`src/sv/hps_pkg.sv`:
```
// ============================================================================
// hps_pkg
// Types and constants shared by the root-port hot-plug sequencer modules.
// ============================================================================
package hps_pkg;

  // Field widths
  localparam int KIND_W   = 2;
  localparam int PORT_W   = 5;
  localparam int STAT_W   = 32;
  localparam int SLOT_W   = 8;
  localparam int ACTION_W = 3;
  localparam int SPEED_W  = 4;
  localparam int ACTCNT_W = 5;
  localparam int GEN_W    = 64;
  localparam int CFG_W    = 16;
  localparam int RETRY_W  = 3;
  localparam int PHASE_W  = 3;

  // Input item kinds
  localparam logic [KIND_W-1:0] KIND_STATUS = 2'd0;
  localparam logic [KIND_W-1:0] KIND_TIMER  = 2'd1;
  localparam logic [KIND_W-1:0] KIND_CONFD  = 2'd2;

  // Result actions
  localparam logic [ACTION_W-1:0] ACT_NONE     = 3'd0;
  localparam logic [ACTION_W-1:0] ACT_WRITE    = 3'd1;
  localparam logic [ACTION_W-1:0] ACT_TIMER    = 3'd2;
  localparam logic [ACTION_W-1:0] ACT_RERUN    = 3'd3;
  localparam logic [ACTION_W-1:0] ACT_DISABLE  = 3'd4;
  localparam logic [ACTION_W-1:0] ACT_CONFIG   = 3'd5;
  localparam logic [ACTION_W-1:0] ACT_INVAL    = 3'd6;

  // Stored per-port phase codes (zero is idle, the reset value)
  localparam logic [PHASE_W-1:0] PH_IDLE   = 3'd0;
  localparam logic [PHASE_W-1:0] PH_STABLE = 3'd1;
  localparam logic [PHASE_W-1:0] PH_RESET  = 3'd2;
  localparam logic [PHASE_W-1:0] PH_CONFIG = 3'd3;
  localparam logic [PHASE_W-1:0] PH_ERROR  = 3'd4;

  // Configuration register indexes
  localparam logic [1:0] CFG_DEBOUNCE = 2'd0;
  localparam logic [1:0] CFG_POLL     = 2'd1;
  localparam logic [1:0] CFG_RETRY    = 2'd2;

  // Configuration reset values
  localparam logic [CFG_W-1:0]   DEBOUNCE_RST = 16'd150;
  localparam logic [CFG_W-1:0]   POLL_RST     = 16'd50;
  localparam logic [RETRY_W-1:0] RETRY_RST    = 3'd5;
  localparam logic [RETRY_W-1:0] RETRY_MAX    = 3'd7;

  // Port status bits
  localparam int ST_CONNECT = 0;
  localparam int ST_ENABLE  = 1;
  localparam int ST_POWER   = 9;
  localparam int ST_SPD_LO  = 10;
  localparam int WR_RESET   = 4;

  // Output queue geometry
  localparam int OQ_DEPTH = 4;
  localparam int OQ_AW    = 2;
  localparam int OQ_CW    = 3;

  // One entry of the per-port state memory
  typedef struct packed {
    logic [PHASE_W-1:0] phase;
    logic [RETRY_W-1:0] retry;
    logic [SLOT_W-1:0]  slot;
    logic               enum_flag;
  } entry_t;

  // One result item
  typedef struct packed {
    logic [GEN_W-1:0]    generation;
    logic [ACTCNT_W-1:0] active;
    logic [SPEED_W-1:0]  speed;
    logic [SLOT_W-1:0]   slot;
    logic [STAT_W-1:0]   value;
    logic [PORT_W-1:0]   port;
    logic [ACTION_W-1:0] action;
    logic                last;
  } res_t;

  // Push strobes from the execute stage into the output queue
  typedef struct packed {
    logic p0;
    logic p1;
  } push_t;

endpackage

```
`src/sv/hps_ram.sv`:
```
// ============================================================================
// hps_ram
// Generic single-write, single-read RAM with registered read data.
// ============================================================================
module hps_ram #(
  parameter int WIDTH = 8,
  parameter int DEPTH = 16
) (
  input  logic                             clk_i,
  input  logic                             we_i,
  input  logic [$clog2(DEPTH > 1 ? DEPTH : 2)-1:0] waddr_i,
  input  logic [WIDTH-1:0]                 wdata_i,
  input  logic [$clog2(DEPTH > 1 ? DEPTH : 2)-1:0] raddr_i,
  output logic [WIDTH-1:0]                 rdata_o
);

  logic [WIDTH-1:0] mem [DEPTH];

  // Write port
  always_ff @(posedge clk_i) begin
    if (we_i) begin
      mem[waddr_i] <= wdata_i;
    end
  end

  // Registered read port
  always_ff @(posedge clk_i) begin
    rdata_o <= mem[raddr_i];
  end

endmodule

```
`src/sv/hps_outq.sv`:
```
// ============================================================================
// hps_outq
// Result queue: takes up to two result items per cycle, hands out one.
// ============================================================================
module hps_outq
  import hps_pkg::*;
(
  input  logic  clk_i,
  input  logic  rst_ni,
  input  push_t push_i,
  input  res_t  res0_i,
  input  res_t  res1_i,
  output logic  room_o,
  output logic  out_valid_o,
  input  logic  out_ready_i,
  output res_t  out_res_o
);

  res_t             q_q [OQ_DEPTH];
  logic [OQ_AW-1:0] head_q, head_d;
  logic [OQ_AW-1:0] tail_q, tail_d;
  logic [OQ_CW-1:0] cnt_q, cnt_d;
  logic [OQ_AW-1:0] tail_p1;
  logic             pop;
  logic [OQ_CW-1:0] n_push;

  assign pop         = out_valid_o && out_ready_i;
  assign out_valid_o = (cnt_q != '0);
  assign out_res_o   = q_q[head_q];
  // room for a full two-item burst
  assign room_o      = (cnt_q <= OQ_CW'(OQ_DEPTH - 2));
  assign tail_p1     = tail_q + OQ_AW'(1);
  assign n_push      = OQ_CW'(push_i.p0) + OQ_CW'(push_i.p1);

  // Pointer and fill count update
  always_comb begin
    head_d = pop ? head_q + OQ_AW'(1) : head_q;
    tail_d = tail_q + OQ_AW'(n_push);
    cnt_d  = cnt_q + n_push - OQ_CW'(pop);
  end

  always_ff @(posedge clk_i or negedge rst_ni) begin
    if (!rst_ni) begin
      head_q <= '0;
      tail_q <= '0;
      cnt_q  <= '0;
    end else begin
      head_q <= head_d;
      tail_q <= tail_d;
      cnt_q  <= cnt_d;
    end
  end

  // Payload storage
  always_ff @(posedge clk_i) begin
    if (push_i.p0) begin
      q_q[tail_q] <= res0_i;
    end
    if (push_i.p1) begin
      q_q[tail_p1] <= res1_i;
    end
  end

endmodule

```
`src/sv/hps_exec.sv`:
```
// ============================================================================
// hps_exec
// Per-port state machine: reads the port entry, works out the actions and
// writes the entry back. Holds configuration and the global counters.
// ============================================================================
module hps_exec
  import hps_pkg::*;
#(
  parameter int NUM_PORTS = 16
) (
  input  logic                clk_i,
  input  logic                rst_ni,
  input  logic                cfg_we_i,
  input  logic [1:0]          cfg_idx_i,
  input  logic [CFG_W-1:0]    cfg_data_i,
  input  logic                in_valid_i,
  output logic                in_ready_o,
  input  logic [KIND_W-1:0]   in_kind_i,
  input  logic [PORT_W-1:0]   in_port_i,
  input  logic [STAT_W-1:0]   in_status_i,
  input  logic [SLOT_W-1:0]   in_sid_i,
  input  logic                room_i,
  output push_t               push_o,
  output res_t                res0_o,
  output res_t                res1_o
);

  localparam int IDX_W = $clog2(NUM_PORTS > 1 ? NUM_PORTS : 2);
  localparam int CNT_W = $clog2(NUM_PORTS + 1);

  typedef enum logic [1:0] {
    S_IDLE = 2'b01,
    S_EXEC = 2'b10
  } state_e;

  state_e state_q, state_d;

  // Configuration registers
  logic [CFG_W-1:0]   debounce_q;
  logic [CFG_W-1:0]   poll_q;
  logic [RETRY_W-1:0] limit_q;

  // Global counters
  logic [CNT_W-1:0]   active_q, active_d;
  logic [GEN_W-1:0]   gen_q, gen_d;

  // Latched item
  logic [KIND_W-1:0]  kind_q;
  logic [PORT_W-1:0]  port_q;
  logic [STAT_W-1:0]  stat_q;
  logic [SLOT_W-1:0]  sid_q;
  logic [IDX_W-1:0]   idx_q;

  logic [NUM_PORTS-1:0] valid_q;

  logic               accept;
  logic [IDX_W-1:0]   in_idx;
  logic [$bits(entry_t)-1:0] rdata;
  entry_t             cur, nxt;
  logic               port_ok;
  logic               do_begin, do_end, bump;
  logic [1:0]         g_inc;
  logic [1:0]         n_res;
  logic [ACTION_W-1:0] a0_act, a1_act;
  logic [STAT_W-1:0]  a0_val, a1_val;
  logic [SLOT_W-1:0]  a0_slot;
  logic [SPEED_W-1:0] a1_speed;
  logic               wr_en;

  assign in_ready_o = (state_q == S_IDLE) && room_i;
  assign accept     = in_valid_i && in_ready_o;
  assign in_idx     = IDX_W'(in_port_i - PORT_W'(1));

  // Per-port state memory
  hps_ram #(
    .WIDTH ($bits(entry_t)),
    .DEPTH (NUM_PORTS)
  ) u_ram (
    .clk_i   (clk_i),
    .we_i    (wr_en),
    .waddr_i (idx_q),
    .wdata_i (nxt),
    .raddr_i (in_idx),
    .rdata_o (rdata)
  );

  // Entries never written read as the reset value
  assign cur = valid_q[idx_q] ? entry_t'(rdata) : '0;

  assign port_ok = (port_q != '0) && (32'(port_q) <= 32'(NUM_PORTS))
                   && (kind_q <= KIND_CONFD);

  // Step logic
  always_comb begin
    nxt      = cur;
    do_begin = 1'b0;
    do_end   = 1'b0;
    bump     = 1'b0;
    n_res    = 2'd0;
    a0_act   = ACT_NONE;
    a0_val   = '0;
    a0_slot  = '0;
    a1_act   = ACT_NONE;
    a1_val   = '0;
    a1_speed = '0;
    if (port_ok) begin
      case (kind_q)
        KIND_STATUS: begin
          if (stat_q[ST_CONNECT]) begin
            if (cur.phase == PH_IDLE) begin
              nxt.phase = PH_STABLE;
              nxt.retry = '0;
              do_begin  = 1'b1;
              n_res     = 2'd1;
              a0_act    = ACT_TIMER;
              a0_val    = STAT_W'(debounce_q);
            end
          end else begin
            nxt.phase = PH_IDLE;
            do_end    = 1'b1;
            if (cur.slot != '0) begin
              n_res   = 2'd1;
              a0_act  = ACT_INVAL;
              a0_slot = cur.slot;
            end
          end
        end
        KIND_TIMER: begin
          if (!stat_q[ST_CONNECT] && cur.phase != PH_IDLE) begin
            // disconnect seen on a poll
            nxt.phase = PH_IDLE;
            do_end    = 1'b1;
          end else begin
            case (cur.phase)
              PH_IDLE: begin
              end
              PH_STABLE: begin
                bump      = 1'b1;
                nxt.phase = PH_RESET;
                n_res     = 2'd2;
                a0_act    = ACT_WRITE;
                a0_val    = (STAT_W'(stat_q[ST_POWER]) << ST_POWER)
                            | (STAT_W'(1) << WR_RESET);
                a1_act    = ACT_TIMER;
                a1_val    = STAT_W'(poll_q);
              end
              PH_RESET: begin
                bump = 1'b1;
                if (stat_q[ST_ENABLE]) begin
                  nxt.phase = PH_CONFIG;
                  n_res     = 2'd1;
                  a0_act    = ACT_RERUN;
                end else begin
                  if (cur.retry != RETRY_MAX) begin
                    nxt.retry = cur.retry + RETRY_W'(1);
                  end
                  if (cur.retry < limit_q) begin
                    n_res  = 2'd1;
                    a0_act = ACT_TIMER;
                    a0_val = STAT_W'(poll_q);
                  end else begin
                    nxt.phase = PH_ERROR;
                    do_end    = 1'b1;
                  end
                end
              end
              PH_CONFIG: begin
                bump      = 1'b1;
                nxt.phase = PH_IDLE;
                do_end    = 1'b1;
                a1_act    = ACT_CONFIG;
                a1_speed  = stat_q[ST_SPD_LO +: SPEED_W];
                if (cur.slot != '0) begin
                  // disable the old slot first
                  nxt.slot = '0;
                  n_res    = 2'd2;
                  a0_act   = ACT_DISABLE;
                  a0_slot  = cur.slot;
                end else begin
                  n_res = 2'd1;
                end
              end
              default: begin
                nxt.phase = PH_IDLE;
                do_end    = 1'b1;
              end
            endcase
          end
        end
        KIND_CONFD: begin
          nxt.slot = sid_q;
          bump     = 1'b1;
        end
        default: begin
        end
      endcase
    end
    if (do_begin) begin
      nxt.enum_flag = 1'b1;
    end
    if (do_end) begin
      nxt.enum_flag = 1'b0;
    end
  end

  // Counter update
  always_comb begin
    active_d = active_q;
    g_inc    = 2'(bump);
    if (do_begin && !cur.enum_flag) begin
      active_d = active_q + CNT_W'(1);
      g_inc    = g_inc + 2'd1;
    end
    if (do_end && cur.enum_flag) begin
      if (active_q != '0) begin
        active_d = active_q - CNT_W'(1);
      end
      g_inc = g_inc + 2'd1;
    end
    gen_d = gen_q + GEN_W'(g_inc);
  end

  assign wr_en = (state_q == S_EXEC) && port_ok;

  // Result items; a step with no action gives one "none" item
  always_comb begin
    res0_o            = '0;
    res1_o            = '0;
    res0_o.generation = gen_d;
    res0_o.active     = ACTCNT_W'(active_d);
    res1_o.generation = gen_d;
    res1_o.active     = ACTCNT_W'(active_d);
    push_o.p0         = (state_q == S_EXEC);
    push_o.p1         = (state_q == S_EXEC) && (n_res == 2'd2);
    if (n_res == 2'd2) begin
      res0_o.action = a0_act;
      res0_o.port   = port_q;
      res0_o.value  = a0_val;
      res0_o.slot   = a0_slot;
      res1_o.action = a1_act;
      res1_o.port   = port_q;
      res1_o.value  = a1_val;
      res1_o.speed  = a1_speed;
      res1_o.last   = 1'b1;
    end else if (n_res == 2'd1) begin
      res0_o.action = (a0_act == ACT_NONE) ? a1_act : a0_act;
      res0_o.port   = port_q;
      res0_o.value  = a0_val;
      res0_o.slot   = a0_slot;
      res0_o.speed  = a1_speed;
      res0_o.last   = 1'b1;
    end else begin
      res0_o.last = 1'b1;
    end
  end

  // Sequencer
  always_comb begin
    state_d = state_q;
    case (state_q)
      S_IDLE:  if (accept) state_d = S_EXEC;
      S_EXEC:  state_d = S_IDLE;
      default: state_d = S_IDLE;
    endcase
  end

  always_ff @(posedge clk_i or negedge rst_ni) begin
    if (!rst_ni) begin
      state_q  <= S_IDLE;
      active_q <= '0;
      gen_q    <= '0;
      valid_q  <= '0;
    end else begin
      state_q <= state_d;
      if (state_q == S_EXEC) begin
        active_q <= active_d;
        gen_q    <= gen_d;
      end
      if (wr_en) begin
        valid_q[idx_q] <= 1'b1;
      end
    end
  end

  // Configuration registers
  always_ff @(posedge clk_i or negedge rst_ni) begin
    if (!rst_ni) begin
      debounce_q <= DEBOUNCE_RST;
      poll_q     <= POLL_RST;
      limit_q    <= RETRY_RST;
    end else if (cfg_we_i) begin
      case (cfg_idx_i)
        CFG_DEBOUNCE: debounce_q <= cfg_data_i;
        CFG_POLL:     poll_q     <= cfg_data_i;
        CFG_RETRY:    limit_q    <= cfg_data_i[RETRY_W-1:0];
        default: begin
        end
      endcase
    end
  end

  // Item latch
  always_ff @(posedge clk_i) begin
    if (accept) begin
      kind_q <= in_kind_i;
      port_q <= in_port_i;
      stat_q <= in_status_i;
      sid_q  <= in_sid_i;
      idx_q  <= in_idx;
    end
  end

endmodule

```
`src/sv/usb_port_hotplug_sequencer.sv`:
```
// ============================================================================
// usb_port_hotplug_sequencer
// Root-port hot-plug enumeration sequencer with per-port state in RAM.
// ============================================================================
//  channel   dir  handshake               payload
//  s_axis    in   s_axis_tvalid/tready    tuser kind, tdata port/status/slot
//  m_axis    out  m_axis_tvalid/tready    tdata result, tlast last
//  cfg       in   cfg_we_i                cfg_idx_i, cfg_data_i
//
// Each item first reads its port entry from the state RAM, then modifies it,
// writes it back and queues its one or two results; one item at a time.
// A 4-entry result queue sits before m_axis; s_axis is ready only while
// the queue has room for two results, so a stalled consumer stalls input.
// After reset, port entries read as idle/zero through per-port valid bits;
// no clearing pass is needed and the block is ready at once.
module usb_port_hotplug_sequencer
  import hps_pkg::*;
#(
  parameter int NUM_PORTS = 16
) (
  input  logic         clk_i,
  input  logic         rst_ni,
  input  logic         cfg_we_i,
  input  logic [1:0]   cfg_idx_i,
  input  logic [15:0]  cfg_data_i,
  input  logic         s_axis_tvalid,
  output logic         s_axis_tready,
  // [4:0] port, [36:5] port_status, [44:37] slot_id, [47:45] zero
  input  logic [47:0]  s_axis_tdata,
  // [1:0] kind
  input  logic [1:0]   s_axis_tuser,
  output logic         m_axis_tvalid,
  input  logic         m_axis_tready,
  // [2:0] action, [7:3] out_port, [39:8] value, [47:40] slot, [51:48] speed,
  // [56:52] active_count, [120:57] generation, [127:121] zero
  output logic [127:0] m_axis_tdata,
  output logic         m_axis_tlast
);

  push_t push;
  res_t  res0, res1, out_res;
  logic  room;

  hps_exec #(
    .NUM_PORTS (NUM_PORTS)
  ) u_exec (
    .clk_i       (clk_i),
    .rst_ni      (rst_ni),
    .cfg_we_i    (cfg_we_i),
    .cfg_idx_i   (cfg_idx_i),
    .cfg_data_i  (cfg_data_i),
    .in_valid_i  (s_axis_tvalid),
    .in_ready_o  (s_axis_tready),
    .in_kind_i   (s_axis_tuser),
    .in_port_i   (s_axis_tdata[4:0]),
    .in_status_i (s_axis_tdata[36:5]),
    .in_sid_i    (s_axis_tdata[44:37]),
    .room_i      (room),
    .push_o      (push),
    .res0_o      (res0),
    .res1_o      (res1)
  );

  hps_outq u_outq (
    .clk_i       (clk_i),
    .rst_ni      (rst_ni),
    .push_i      (push),
    .res0_i      (res0),
    .res1_i      (res1),
    .room_o      (room),
    .out_valid_o (m_axis_tvalid),
    .out_ready_i (m_axis_tready),
    .out_res_o   (out_res)
  );

  // Pack the result item
  assign m_axis_tdata = {7'b0, out_res.generation, out_res.active, out_res.speed,
                         out_res.slot, out_res.value, out_res.port, out_res.action};
  assign m_axis_tlast = out_res.last;

endmodule

```
`config.mk`:
```
export PLATFORM = sky130hd
export DESIGN_NAME = usb_port_hotplug_sequencer
export DESIGN_NICKNAME = d
export VERILOG_FILES = /design/src/sv/hps_pkg.sv /design/src/sv/hps_ram.sv /design/src/sv/hps_outq.sv /design/src/sv/hps_exec.sv /design/src/sv/usb_port_hotplug_sequencer.sv
export SDC_FILE = /design/constraint.sdc
export NUM_CORES = 1
export LEC_CHECK = 0
export BUFFER_PORTS_ARGS = -buffer_cell sky130_fd_sc_hd__buf_2
export CAP_MARGIN = 25
export CELL_PAD_IN_SITES_DETAIL_PLACEMENT = 1
export CELL_PAD_IN_SITES_GLOBAL_PLACEMENT = 2
export CORE_MARGIN = 8
export CORE_UTILIZATION = 48
export CTS_CLUSTER_DIAMETER = 50
export DETAILED_ROUTE_END_ITERATION = 10
export PLACE_DENSITY_LB_ADDON = 0.12
export SLEW_MARGIN = 20
export SYNTH_ARGS = -nofsm -noshare
export SYNTH_HDL_FRONTEND = slang
export SYNTH_SLANG_ARGS = --single-unit
export TNS_END_PERCENT = 50
```
`constraint.sdc`:
```
create_clock -name clk_i -period 13.6 [get_ports clk_i]
set_input_delay 1.36 -clock clk_i [delete_from_list [all_inputs] [get_ports clk_i]]
set_output_delay 1.36 -clock clk_i [all_outputs]
set_load 0.02 [all_outputs]
```
=== Yosys cells after proc, flatten, opt, wreduce, memory -nomap -nowiden ===
Memory sizes are Yosys's and may differ from the RTL's. A register that Yosys moved wholly into a read port is not among the register bits.
Cells that the tools add are included.

* Add/sub/neg operators: 13
* $lt $le $gt $ge: 6
* Eq/ne operators: 13
* Muxes and demuxes: 104
* Bitwise logic cells: 1
* Reductions and logical operators: 27

{| class="wikitable"
|+ Operator list
! operator !! number
|-
| 32-bit two-way mux || 5
|-
| 16-bit two-way mux || 5
|-
| 64-bit by 2-bit adder with 64-bit output || 1
|-
| 32-bit one-hot mux with 2 select lines || 1
|-
| 8-bit two-way mux || 7
|-
| 52-bit two-way mux || 1
|-
| 3-bit two-way mux || 17
|-
| 48-bit two-way mux || 1
|-
| 41-bit two-way mux || 1
|-
| 16-bit one-hot mux with 2 select lines || 1
|-
| 8-bit one-hot mux with 2 select lines || 2
|-
| 1-bit two-way mux || 28
|-
| 4-bit two-way mux || 6
|-
| 2-bit two-way mux || 10
|-
| 3-bit one-hot mux with 3 select lines || 2
|-
| 16-bit OR || 1
|-
| 15-bit two-way mux || 1
|-
| 5-bit two-way mux || 3
|-
| 14-bit two-way mux || 1
|-
| 3-bit one-hot mux with 2 select lines || 2
|-
| 6-bit one-hot mux with 2 select lines || 1
|-
| 1-bit logical AND || 11
|-
| 11-bit two-way mux || 1
|-
| 5-bit nonzero test || 2
|-
| other kinds (36) || 53
|}

* Register bits: 162
* Memory bits (writable): 728
* Output and inout bits: 131
* Logic and storage cells: 181
* Memories: 2

{| class="wikitable"
|+ Memories
! memory !! words !! width !! rd ports !! clocked after memory_dff !! wr ports !! line !! RTL
|-
| u_outq.q_q || 4 || 122 || 1 || 0 || 2 || hps_outq.sv:19 || <nowiki>res_t q_q [OQ_DEPTH];</nowiki>
|-
| u_exec.u_ram.mem || 16 || 15 || 1 || 1 || 1 || hps_ram.sv:17 || <nowiki>logic [WIDTH-1:0] mem [DEPTH];</nowiki>
|}

=== Depth between registers and ports, before layout ===
* Word-level depth: 15
* Depth in mapped cells: 25
* Mapped depth without buffers: 22

=== Cells and area by module ===
From an unflattened synthesis, not the netlist that was laid out.

* Cell total of the unflattened synthesis: 2,639
* Area, all modules: 42,848.6 um^2

{| class="wikitable"
|+ Modules (own cells, without submodules)
! module !! instances !! cells each !! area an instance (um^2)
|-
| hps_outq || 1 || 1,220 || 23,757.8
|-
| hps_exec || 1 || 1,005 || 9,587.9
|-
| hps_ram || 1 || 406 || 9,446.6
|-
| usb_port_hotplug_sequencer || 1 || 8 || 56.3
|}

=== Worst setup path after synthesis ===
No wires, ideal clock.

* Path kind: flip-flop to flip-flop
* Start: register u_exec.idx_q[3]
* End: memory u_outq.q_q[3][118] (netlist name), data pin
* Data arrival time: 5,254 ps
* Required time: 13,335 ps
* Setup slack: 8,081 ps
* Stages on the path, launching flop included: 24
* Buffers on the path: 3
* Period minus slack after synthesis: 5,519 ps
* Path through: edfxtp_1 buf_2 buf_1 a31oi_1 o211ai_2 nand2_1 clkbuf_1 and2_1 ha_1 a21o_1 a31oi_1 o211ai_1 a21oi_1 nor2_1 xor2_1 ha_1 fa_1 nand3_1 nor4_1 nand3_1 nor4b_1 nand2_1 xor2_1 nor2_1

{| class="wikitable"
|+ RTL lines
! element !! line !! RTL
|-
| from (decl) || hps_exec.sv:52 || <nowiki>logic [IDX_W-1:0] idx_q;</nowiki>
|-
| from (signal assigned) || hps_exec.sv:309 || <nowiki>idx_q <= in_idx;</nowiki>
|-
| to (decl) || hps_outq.sv:19 ||
|}

==> metrics.txt <==
# TYPE chip_impl_metric gauge
chip_impl_metric{name="die_width",unit="um"} 290
chip_impl_metric{name="globalRoute.totalOverflow",unit=""} 0
chip_impl_metric{name="synth_edf_count",unit=""} 658
chip_impl_metric{name="routed-wl-met2",unit="um"} 48600
chip_impl_metric{name="numClockSinks",unit=""} 834
chip_impl_metric{name="vias",unit=""} 21200
chip_impl_metric{name="seq_area_frac_synth",unit="%"} 66.4
chip_impl_metric{name="die_height",unit="um"} 290
chip_impl_metric{name="switching_share",unit="%"} 30.6
chip_impl_metric{name="drc_errors",unit=""} 0
chip_impl_metric{name="grt_antenna_before_repair",unit=""} 0
chip_impl_info{name="critical_path.endpoint",value="u_outq.q_q[2][118]"} 1
chip_impl_metric{name="ys_ff_latch",unit=""} 834
chip_impl_metric{name="clock_tree.htree_level_count",unit=""} 3
chip_impl_metric{name="leakagePower",unit="nW"} 14.3
chip_impl_metric{name="grt_start_max_net_pins",unit=""} 74
chip_impl_metric{name="met1Wirelength",unit="um"} 39500
chip_impl_metric{name="detail_route.first_pass.iterations",unit=""} 5
chip_impl_metric{name="finalMaxSlewViolations",unit=""} 0
chip_impl_info{name="crit_type",value="reg2reg"} 1
chip_impl_info{name="holdCritPathClass",value="reg2reg"} 1
chip_impl_metric{name="grt_pass1_wl",unit="um"} 145000
chip_impl_metric{name="cap_viol_max_count",unit=""} 0
chip_impl_metric{name="postCtsHoldBufs",unit=""} 0
chip_impl_metric{name="timing.final.setup_violations",unit=""} 0
chip_impl_info{name="timing.rr.end",value="u_outq.q_q[2][118]"} 1
chip_impl_metric{name="fin_total_pwr",unit="W"} 0.00736
chip_impl_metric{name="floorplan.initialDensity",unit="%"} 48.4
chip_impl_metric{name="boundaryPins",unit=""} 204
chip_impl_metric{name="power.internal",unit="W"} 0.00511
chip_impl_metric{name="rows",unit=""} 100
chip_impl_metric{name="r2r.worst_path.cells",unit=""} 21
chip_impl_info{name="worst_setup_path_startpoint",value="u_exec.idx_q[3]"} 1
chip_impl_metric{name="clock_power_share",unit="%"} 36.1
chip_impl_info{name="highest_layer",value="met4"} 1
chip_impl_metric{name="slew-limit-headroom",unit="%"} 29.2
chip_impl_metric{name="numCtsBuffers",unit=""} 100
chip_impl_metric{name="initialDrtViolationCount",unit=""} 1469
chip_impl_metric{name="power.share.sequential",unit="%"} 41.7
chip_impl_info{name="critPathLaunchType",value="flop"} 1
chip_impl_metric{name="setup_tns",unit="ns"} 0
chip_impl_metric{name="cp_data_arrival_time",unit="ns"} 8.61
chip_impl_metric{name="syn-instance-count",unit=""} 2354
chip_impl_metric{name="clkLatencyLatePin",unit="ns"} 0.66
chip_impl_metric{name="post_cts_resize_count",unit=""} 0
chip_impl_metric{name="wl_per_cell",unit="um"} 26.6
chip_impl_metric{name="fmaxAchievable",unit="GHz"} 0.121
chip_impl_metric{name="post_route_cells_drive_above_1_share",unit="%"} 25.7
chip_impl_info{name="cts_tree",value="built"} 1
chip_impl_metric{name="detail_route.wirelength",unit="um"} 94900
chip_impl_metric{name="required",unit="ns"} 13.97
chip_impl_metric{name="core_region_area",unit="um2"} 74400
chip_impl_metric{name="design.die.area",unit="um2"} 84100
chip_impl_metric{name="met3_wirelength",unit="um"} 4510
chip_impl_metric{name="power.combinational.fraction",unit="%"} 22.2
chip_impl_metric{name="whs",unit="ns"} 0.461
chip_impl_metric{name="ant_nets",unit=""} 0
chip_impl_metric{name="globalplace.congestion",unit=""} 0.782
chip_impl_metric{name="diodes",unit=""} 0
chip_impl_metric{name="grt_use_total",unit="%"} 22.4
chip_impl_metric{name="synthesis.yosys.warnings",unit=""} 0
chip_impl_metric{name="min_period_over_period",unit="%"} 60.6
chip_impl_metric{name="critical_path_peak_fanout",unit=""} 17
chip_impl_metric{name="power.density_cell_area",unit="nW/um2"} 178
chip_impl_metric{name="number_of_hold_slack_violations_in_the_final_timing_report",unit=""} 0
chip_impl_metric{name="power_switching",unit="W"} 0.00225
chip_impl_info{name="worst_setup_path_end_kind",value="flop"} 1
chip_impl_info{name="grt_setup_unrepaired",value="false"} 1
chip_impl_metric{name="setup.reg_to_reg.worst_slack",unit="ns"} 5.36
chip_impl_metric{name="post-dp-hpwl",unit="um"} 57500
chip_impl_metric{name="port_buffers",unit=""} 152
chip_impl_metric{name="post-cts-setup-buffers",unit=""} 0
chip_impl_info{name="cts_root_buffer",value="clkbuf_16"} 1
chip_impl_metric{name="clock_skew",unit="ns"} 0.0207
chip_impl_metric{name="syn_area_per_cell",unit="um2"} 15.3
chip_impl_metric{name="synth_cell_area",unit="um2"} 36000
chip_impl_metric{name="clock_path_buffers",unit=""} 3
chip_impl_metric{name="post_synth_num_cell_types",unit=""} 76
chip_impl_metric{name="clk_pin_slew_worst_paths",unit="ns"} 0.06
chip_impl_metric{name="post-route-min-period",unit="ns"} 8.24
chip_impl_metric{name="ys_async_sr_fraction",unit="%"} 15.5
chip_impl_metric{name="viasPerCell",unit=""} 5.95
chip_impl_metric{name="max-vdd-ir-drop",unit="mV"} 0.133
chip_impl_metric{name="via_count_of_the_first_global_routing_pass",unit=""} 23300
chip_impl_info{name="status",value="completed"} 1
chip_impl_info{name="crit-reg2reg-launch",value="u_exec.idx_q[3]"} 1
chip_impl_metric{name="final_layout_net_count",unit=""} 2605
chip_impl_metric{name="timing_worst_slew_pin_value",unit="ns"} 1.05
chip_impl_info{name="ys.flop_type",value="edfxtp_1"} 1
chip_impl_metric{name="flow.area_growth_from_synthesis",unit="%"} 14.7
==> stage by stage <==
stage	cells	instance area (um2)	worst slack [ns]	util, %
after floorplan	2376	36100	8.08	-
after global placement	3367	37800	5.46	50.8
after detailed placement	3372	37900	5.42	50.9
after CTS	3562	41200	5.36	55.4
after global routing	3569	41300	4.70	55.5
final	3569	41300	5.36	55.5
==> critical path, stage by stage (launching register included) <==
cell      delay, ns
edfxtp_1       0.90
mux2i_1        0.36
mux2i_1        0.17
o211ai_2       0.33
nand2_1        0.46
and2_1         0.35
ha_1           0.31
a21o_1         0.16
a31oi_1        0.31
o211ai_1       0.27
a21oi_1        0.47
nor2_1         0.14
xor2_1         0.27
ha_1           0.28
fa_1           0.28
nand3_1        0.15
nor4_1         0.70
nand3_1        0.62
nor4b_1        0.89
nand2_1        0.15
xor2_1         0.29
nor2_1         0.08
==> cells in the final DEF, fill, tap and decap left out, types with 12 or more instances in the layout <==
cell / instances
a21oi_1: 23
a22o_1: 35
a32o_1: 63
and2_1: 22
and3_1: 18
buf_2: 151
buf_4: 43
clkbuf_1: 14
clkbuf_16: 101
clkinv_2: 14
conb_1: 23
dfrtp_1: 117
dfxtp_1: 47
edfxtp_1: 658
ha_1: 17
inv_1: 31
mux2_2: 36
mux4_2: 181
nand2_1: 97
nand3_1: 56
nand4_1: 24
nor2_1: 340
nor3_1: 26
o21a_1: 21
o21ai_0: 26
o22ai_1: 12
or2_2: 20
or3_1: 12
xnor2_1: 80
xor2_1: 57
==> worst min-delay path by stage <==
stage / slack [ns] / cells past startpoint / endpoint / start
finish: 0.46 / 1 / u_exec.valid_q[1] / u_exec.valid_q[1]
global route: 0.47 / 1 / u_exec.valid_q[1] / u_exec.valid_q[1]
CTS: 0.47 / 1 / u_exec.valid_q[1] / u_exec.valid_q[1]
detailed placement: 0.46 / 1 / u_exec.valid_q[7] / u_exec.valid_q[7]
global placement: 0.45 / 1 / u_exec.valid_q[1] / u_exec.valid_q[1]
floorplan: 0.43 / 1 / u_exec.valid_q[1] / u_exec.valid_q[1]
==> final cells by class <==
class / count / area (um2)
Fill cell: 6943 / 33100
Sequential cell: 834 / 23900
Clock buffer: 125 / 2720
Inverter: 35 / 141
Tap cell: 969 / 1210
Timing Repair Buffer: 204 / 1230
Multi-Input combinational cell: 1337 / 11500
Clock inverter: 65 / 638
==> logic make-up (layout without fill, tap and decap cells) <==
family | count (synthesis) | count (layout) | synth area share, %
and+or+nand+nor | 691 | 691 | 8.81
DFF | 834 | 834 | 66.4
AOI/OAI and AO/OA | 240 | 240 | 5.54
adders and majority gates | 20 | 20 | 0.736
muxes | 225 | 225 | 12.7
other | 1 | 23 | 0.0104
buffers and inverters | 205 | 429 | 2.47
xor gates and xnor gates | 138 | 138 | 3.35
==> routing by layer <==
| layer | global-route usage (%) | vias to the layer above |
|---|---|---|
| met5 | 0 | - |
| met4 | 6.80 | 0 |
| met3 | 3.70 | 124 |
| met2 | 38.9 | 540 |
| met1 | 28.8 | 11300 |
| li1 | - | 9296 |
==> flip-flops by register name, summed over array words and instances (netlist names) <==
signal,flops
u_outq.tail_q,2
u_exec.poll_q,16
u_exec.port_q,5
u_exec.active_q,5
u_outq.head_q,2
u_outq.cnt_q,3
u_exec.limit_q,3
u_exec.valid_q,16
u_outq.q_q,424
u_exec.kind_q,2
u_exec.gen_q,64
u_exec.u_ram.mem,240
u_exec.state_q,2
u_exec.sid_q,8
u_exec.debounce_q,16
u_exec.u_ram.rdata_o,15
u_exec.idx_q,4
u_exec.stat_q,7
==> power groups by stage <==
stage          clock [W]  sequential (W)  combinational (W)
3_3_place_gp           0         0.00311            0.00164
4_1_cts          0.00271         0.00307            0.00167
3_5_place_dp           0         0.00312            0.00166
6_report         0.00266         0.00307            0.00163
5_1_grt          0.00281         0.00309            0.00175
2_1_floorplan          0         0.00299            0.00117
==> synthesized netlist by cell type (all sizes together), types with 13 or more instances <==
master  count  area [um2]
a21oi      24         120
a22o       35         307
a32o       63         631
and2       22         138
and3       18         113
buf        82         429
clkbuf     88         330
dfrtp     119        2980
dfxtp      47         941
edfxtp    658       19800
ha         18         225
inv        35         131
mux2       36         405
mux4      181        4080
nand2      98         370
nand3      56         280
nand4      25         171
nor2      355        1330
nor3       31         155
nor4       13         103
o21a       21         158
o21ai      28         140
o22ai      13        81.3
or2        21         131
or3        13        86.3
xnor2      81         709
xor2       57         499
Note: power is estimated with default switching activity, not from simulation.
